==> config.mk <==
export PLATFORM = sky130hd
export DESIGN_NAME = tkbc_ctrl
export DESIGN_NICKNAME = d
export VERILOG_FILES = /design/src/sv/tkbc_pkg.sv /design/src/sv/tkbc_ctrl.sv
export VERILOG_INCLUDE_DIRS = /design/src /design/src/sv
export SDC_FILE = /design/constraint.sdc
export NUM_CORES = 1
export LEC_CHECK = 0
export BUFFER_PORTS_ARGS = -buffer_cell sky130_fd_sc_hd__buf_2
export CAP_MARGIN = 20
export CORE_MARGIN = 2
export CORE_UTILIZATION = 36
export CTS_CLUSTER_SIZE = 8
export DETAILED_ROUTE_END_ITERATION = 8
export PLACE_DENSITY = 0.93
export RECOVER_POWER = 25
export SYNTH_ARGS = -nofsm -noshare
export SYNTH_HDL_FRONTEND = slang
export SYNTH_SLANG_ARGS = --single-unit
==> constraint.sdc <==
create_clock -name clk -period 6.7 [get_ports clk]
set_clock_uncertainty 0.1 [all_clocks]
set_input_delay 0.335 -clock clk [delete_from_list [all_inputs] [get_ports clk]]
set_output_delay 0.335 -clock clk [all_outputs]
set_load 0.02 [all_outputs]
==> src/sv/table_keyed_block_cipher_top_defines.svh <==
// Assertion macros used by the cipher controller RTL.
`ifndef TABLE_KEYED_BLOCK_CIPHER_TOP_DEFINES_SVH
`define TABLE_KEYED_BLOCK_CIPHER_TOP_DEFINES_SVH

`ifndef SYNTHESIS
`define TKBC_ASSERT(lbl, prop, msg) \
  lbl: assert property (@(posedge clk) disable iff (rst) prop) else $error(msg);
`define TKBC_ASSERT_NEXT(lbl, pre, post, msg) \
  lbl: assert property (@(posedge clk) disable iff (rst) (pre) |=> (post)) else $error(msg);
`else
`define TKBC_ASSERT(lbl, prop, msg)
`define TKBC_ASSERT_NEXT(lbl, pre, post, msg)
`endif

`endif

==> src/sv/tkbc_pkg.sv <==
package tkbc_pkg;

  localparam logic [2:0] CMD_LOAD_SBOX = 3'd0;
  localparam logic [2:0] CMD_LOAD_KEY  = 3'd1;
  localparam logic [2:0] CMD_LOAD_PERM = 3'd2;
  localparam logic [2:0] CMD_ENCRYPT   = 3'd3;
  localparam logic [2:0] CMD_DECRYPT   = 3'd4;

  localparam logic CFG_ROUND_COUNT = 1'b0;
  localparam logic CFG_FULL_MODE   = 1'b1;

  localparam logic [6:0] ROUND_COUNT_RESET = 7'd16;

  typedef struct packed {
    logic [2:0]  command;
    logic [10:0] table_index;
    logic [7:0]  table_value;
    logic [63:0] block_hi;
    logic [63:0] block_lo;
  } in_beat_t;

  typedef struct packed {
    logic [63:0] result_hi;
    logic [63:0] result_lo;
  } out_beat_t;

  typedef enum logic [2:0] {
    S_IDLE,
    S_KEY,
    S_OPSEL,
    S_PERM,
    S_SUB,
    S_FIN
  } state_t;

  typedef enum logic [2:0] {
    DP_HOLD,
    DP_LOAD,
    DP_OPSEL,
    DP_PERM,
    DP_SUB
  } dp_phase_t;

  typedef struct packed {
    dp_phase_t phase;
    logic      decrypt;
    logic      full;
    logic      sbox_we;
    logic      key_we;
    logic      perm_we;
    logic      capture;
  } ctl_cmd_t;

endpackage

==> src/sv/tkbc_ctrl.sv <==
`include "table_keyed_block_cipher_top_defines.svh"

module tkbc_ctrl #(
  parameter int MAX_ROUND_COUNT = 64,
  parameter int OPERATION_COUNT = 127,
  parameter int RW              = 6
) (
  input  logic               clk,
  input  logic               rst,
  input  logic               req_valid,
  output logic               req_stall,
  input  tkbc_pkg::in_beat_t req,
  input  logic               cfg_write,
  input  logic               cfg_index,
  input  logic [6:0]         cfg_data,
  output logic               rsp_valid,
  input  logic               rsp_stall,
  output tkbc_pkg::ctl_cmd_t cmd,
  output logic [RW-1:0]      round_idx
);

  localparam int PERM_DEPTH = OPERATION_COUNT * 16;

  tkbc_pkg::state_t state, state_next;
  logic [6:0]    round_count;
  logic          full_mode;
  logic          decrypt;
  logic [RW-1:0] round_idx_next;
  logic [6:0]    rounds_eff;
  logic [6:0]    last_round;
  logic          accept;
  logic          crypt;
  logic          last;
  logic          out_free;

  assign rounds_eff = (32'(round_count) > MAX_ROUND_COUNT) ? 7'(MAX_ROUND_COUNT) : round_count;
  assign last_round = rounds_eff - 7'd1;
  assign req_stall  = (state != tkbc_pkg::S_IDLE);
  assign accept     = req_valid && !req_stall;
  assign crypt      = (req.command == tkbc_pkg::CMD_ENCRYPT) ||
                      (req.command == tkbc_pkg::CMD_DECRYPT);
  assign last       = decrypt ? (round_idx == '0) : (7'(round_idx) == last_round);
  assign out_free   = !rsp_valid || !rsp_stall;

  always_ff @(posedge clk) begin
    if (rst) begin
      round_count <= tkbc_pkg::ROUND_COUNT_RESET;
      full_mode   <= 1'b1;
    end else if (cfg_write) begin
      case (cfg_index)
        tkbc_pkg::CFG_ROUND_COUNT: round_count <= cfg_data;
        tkbc_pkg::CFG_FULL_MODE:   full_mode   <= cfg_data[0];
        default: begin
        end
      endcase
    end
  end

  always_comb begin
    state_next     = state;
    round_idx_next = round_idx;
    case (state)
      tkbc_pkg::S_IDLE: begin
        if (accept && crypt) begin
          round_idx_next = (req.command == tkbc_pkg::CMD_DECRYPT) ? RW'(last_round) : '0;
          state_next     = (rounds_eff == 7'd0) ? tkbc_pkg::S_FIN : tkbc_pkg::S_KEY;
        end
      end
      tkbc_pkg::S_KEY:   state_next = tkbc_pkg::S_OPSEL;
      tkbc_pkg::S_OPSEL: state_next = tkbc_pkg::S_PERM;
      tkbc_pkg::S_PERM: begin
        if (!decrypt && full_mode) begin
          state_next = tkbc_pkg::S_SUB;
        end else begin
          state_next     = last ? tkbc_pkg::S_FIN : tkbc_pkg::S_KEY;
          round_idx_next = decrypt ? round_idx - RW'(1) : round_idx + RW'(1);
        end
      end
      tkbc_pkg::S_SUB: begin
        state_next     = last ? tkbc_pkg::S_FIN : tkbc_pkg::S_KEY;
        round_idx_next = round_idx + RW'(1);
      end
      tkbc_pkg::S_FIN: begin
        if (out_free) state_next = tkbc_pkg::S_IDLE;
      end
      default: state_next = tkbc_pkg::S_IDLE;
    endcase
  end

  always_comb begin
    cmd.phase   = tkbc_pkg::DP_HOLD;
    cmd.decrypt = decrypt;
    cmd.full    = full_mode;
    cmd.sbox_we = accept && req.command == tkbc_pkg::CMD_LOAD_SBOX &&
                  req.table_index[10:8] == 3'd0;
    cmd.key_we  = accept && req.command == tkbc_pkg::CMD_LOAD_KEY &&
                  32'(req.table_index) < MAX_ROUND_COUNT;
    cmd.perm_we = accept && req.command == tkbc_pkg::CMD_LOAD_PERM &&
                  32'(req.table_index) < PERM_DEPTH;
    cmd.capture = 1'b0;
    case (state)
      tkbc_pkg::S_IDLE:  if (accept && crypt) cmd.phase = tkbc_pkg::DP_LOAD;
      tkbc_pkg::S_OPSEL: cmd.phase = tkbc_pkg::DP_OPSEL;
      tkbc_pkg::S_PERM:  cmd.phase = tkbc_pkg::DP_PERM;
      tkbc_pkg::S_SUB:   cmd.phase = tkbc_pkg::DP_SUB;
      tkbc_pkg::S_FIN:   cmd.capture = out_free;
      default: begin
      end
    endcase
  end

  always_ff @(posedge clk) begin
    if (rst) begin
      state     <= tkbc_pkg::S_IDLE;
      round_idx <= '0;
      decrypt   <= 1'b0;
      rsp_valid <= 1'b0;
    end else begin
      state     <= state_next;
      round_idx <= round_idx_next;
      if (accept && crypt) decrypt <= (req.command == tkbc_pkg::CMD_DECRYPT);
      if (cmd.capture) begin
        rsp_valid <= 1'b1;
      end else if (!rsp_stall) begin
        rsp_valid <= 1'b0;
      end
    end
  end

  `TKBC_ASSERT_NEXT(a_fin_emits, state == tkbc_pkg::S_FIN && out_free, rsp_valid, "result not emitted")
  `TKBC_ASSERT(a_rsp_from_fin, $rose(rsp_valid) |-> $past(state == tkbc_pkg::S_FIN), "stray result")
  `TKBC_ASSERT_NEXT(a_start, accept && crypt && rounds_eff != 7'd0, state == tkbc_pkg::S_KEY, "no round start")
  `TKBC_ASSERT(a_round_range, (state == tkbc_pkg::S_KEY || state == tkbc_pkg::S_PERM) |-> 7'(round_idx) < rounds_eff, "round index out of range")

endmodule

==> metrics <==
hold buffers post-CTS 0; DP Wirelength 2960 microns; total grt overflow 0; Final Hold Viols 0; # diodes 0; DP Worst Slack 4.15 ns; Syn Area/Cell 7.54 sq um; clk buf depth 2; Post-synth EDFFs 0; CP cell instances or2b_1 > ha_1 > inv_1 > o311ai_0 > nand3_1 > a2111oi_2 > o221a_1; Max Slew Vio Count 0; share of layout cells above drive strength 1 18.5%; minimum clock period 2.67 ns; CTS tree done; delay-heaviest family, CP compound AO/OA/AOI/OAI gates; Synth cell types 54; Max stage delay on crit path 0.57 ns; Worst-Skew Late Latency 0.26 ns; Initial DRT Pass Iterations 4; Port Buffer Count 39; Num CTS Buffers 3; Max-Cap Viols 0; Arr. time, crit path 2.77 ns; f_max 375 MHz; sequential fraction of the synthesis area 24.6%; final setup margin 4.03 ns; Synth Cell Area 1550 sq um; wire per inst 14.0 microns; cells taking the most area after synthesis dfxtp_1, mux2i_1, nor2_1; die height 69.5 microns; global-route wire length before repair 6710 microns; Setup crit start kind flip-flop; core area 4060 sq um; final setup violation count 0; CP Class reg -> reg; Resize count post-CTS 0; Starting DRT DRC Count 82; most frequent cells in the layout buf_2, nor2_1, dfxtp_1; setup TNS 0 ns; die area 4830 sq um; Ys Warns 0; Root Driver clkbuf_8; starting density of the core 38.1%; Syn Inst Count 205; syn_nets 371; period utilisation layout 39.8%; commonest non-fill, non-tap cell in the layout buf_2; number of I/O pins 180; area leader, netlist dfxtp_1; routed vias 1605; pwr dens 167 nW/um^2; Post-CTS Setup Bufs 0; status finished clean; chip width 69.5 microns; CTS Sinks 19; largest net degree at the start of global routing 18; nets 399; vias in the first global route 1510; Leak 0.742 nW; Crit path buffers/inverters 1; share of the synthesized area in the top cell type 24.6%; Slew HR 45.0%; maximum VDD drop 0.0925 mV; Via-to-Cell Ratio 5.69; Post-synth top flop dfxtp_1; HP Class in -> reg; Post-synth ARST share 0%; required time of the worst setup path 6.81 ns; final WL 3940 microns; RePlAce Congestion 0.907; Crit-path slowest cell o311ai_0; crit end category flip-flop; Post-DRT Antenna Nets 0; antenna violations before repair 0; # rows 23; synthesis-stage register bit count 19; Slew @ Worst Pin 0.825 ns; Synth-to-Final Area Change 14.5%; Reg clk slew, reported paths 0.07 ns; crit-path max FO 12; RSZ-0062 raised after global routing false; Global Route Usage Sum 16.7%; CTS HTree Levels 1; DRC errors left 0
power breakdown:
group	total, W	leakage [nW]	internal, W	switching [W]
registers	0.000131	0.155	0.000119	0.0000123
logic	0.0000831	0.564	0.0000362	0.0000468
clock network	0.0000819	0.0228	0.0000424	0.0000395
total	0.000296	0.742	0.000198	0.0000986
per-layer routing:
layer / wire length [microns] / vias to the layer above / part of all wire (%) / GRT usage [%]
met2: 1880 / 72 / 48 / 27.4
met1: 1690 / 733 / 43 / 21.3
met5: 0 / - / 0 / 0
met3: 285 / 11 / 7.2 / 3.34
met4: 89 / 0 / 2.3 / 6.97
li1: - / 789 / - / -
worst min-delay path, cell delays in order:
cell     delay, ns
buf_2         0.07
mux2i_1       0.05
nand2_1       0.06
cells in the mapped netlist, types with 3 or more instances:
cell	number
xnor2_1	6
clkbuf_1	8
nand2b_1	4
buf_2	5
nor2b_1	5
inv_1	10
nor3_1	6
nor4_1	3
dfxtp_1	19
or3_1	3
nand3_1	11
o21ai_1	3
nand2_1	12
a21oi_1	13
ha_1	3
o21ai_0	7
mux2i_1	10
nand3b_1	3
nor2_1	23
a211oi_1	3
xor2_1	3
cell type report:
type                       instances  area, sq um
clock buffer                       4         45.0
fill                             395         2290
inverter                          10         37.5
multi-input combinational        160         1050
sequential                        19          380
tap                               50         62.6
timing repair buffer              39          190
sequential cells by signal, indices dropped and copies added, names as in the netlist:
name	count
round_count	7
rsp_valid	1
full_mode	1
decrypt	1
round_idx	6
state	3
stage by stage:
stage          power [W]  instances  area [sq um]  utilization, %  hold WS (ns)
6_report        0.000296        282          1770            43.6         0.192
5_1_grt         0.000312        282          1770            43.6         0.200
4_1_cts         0.000298        282          1770            43.7         0.195
3_5_place_dp    0.000216        278          1730            42.6         0.395
3_3_place_gp    0.000213        278          1730            42.6         0.376
2_1_floorplan   0.000194        205          1550               -         0.361
worst paths after layout:
| kind | slack, ns | depth (start not counted) | to | from |
|---|---|---|---|---|
| setup reg to reg | 4.03 | 7 | state[2] | round_count[6] |
| setup / recovery | 4.03 | 7 | state[2] | round_count[6] |
| hold / removal | 0.19 | 3 | round_count[4] | cfg_data[4] |
| hold reg to reg | 0.41 | 2 | rsp_valid | rsp_valid |
logic make-up (layout without fill, tap and decap cells):
kind of cell             count (synthesis)  count (layout)  synth area share, %
AND/OR/NAND/NOR                         89              89                 31.6
AO/OA/AOI/OAI                           48              48                 21.1
adder cells (fa/ha/maj)                  3               3                 2.43
XOR/XNOR                                10              10                 6.56
buffers and inverters                   26              53                 7.21
flip-flops                              19              19                 24.6
multiplexers                            10              10                 6.48
Power figures use the tool's default switching activity.
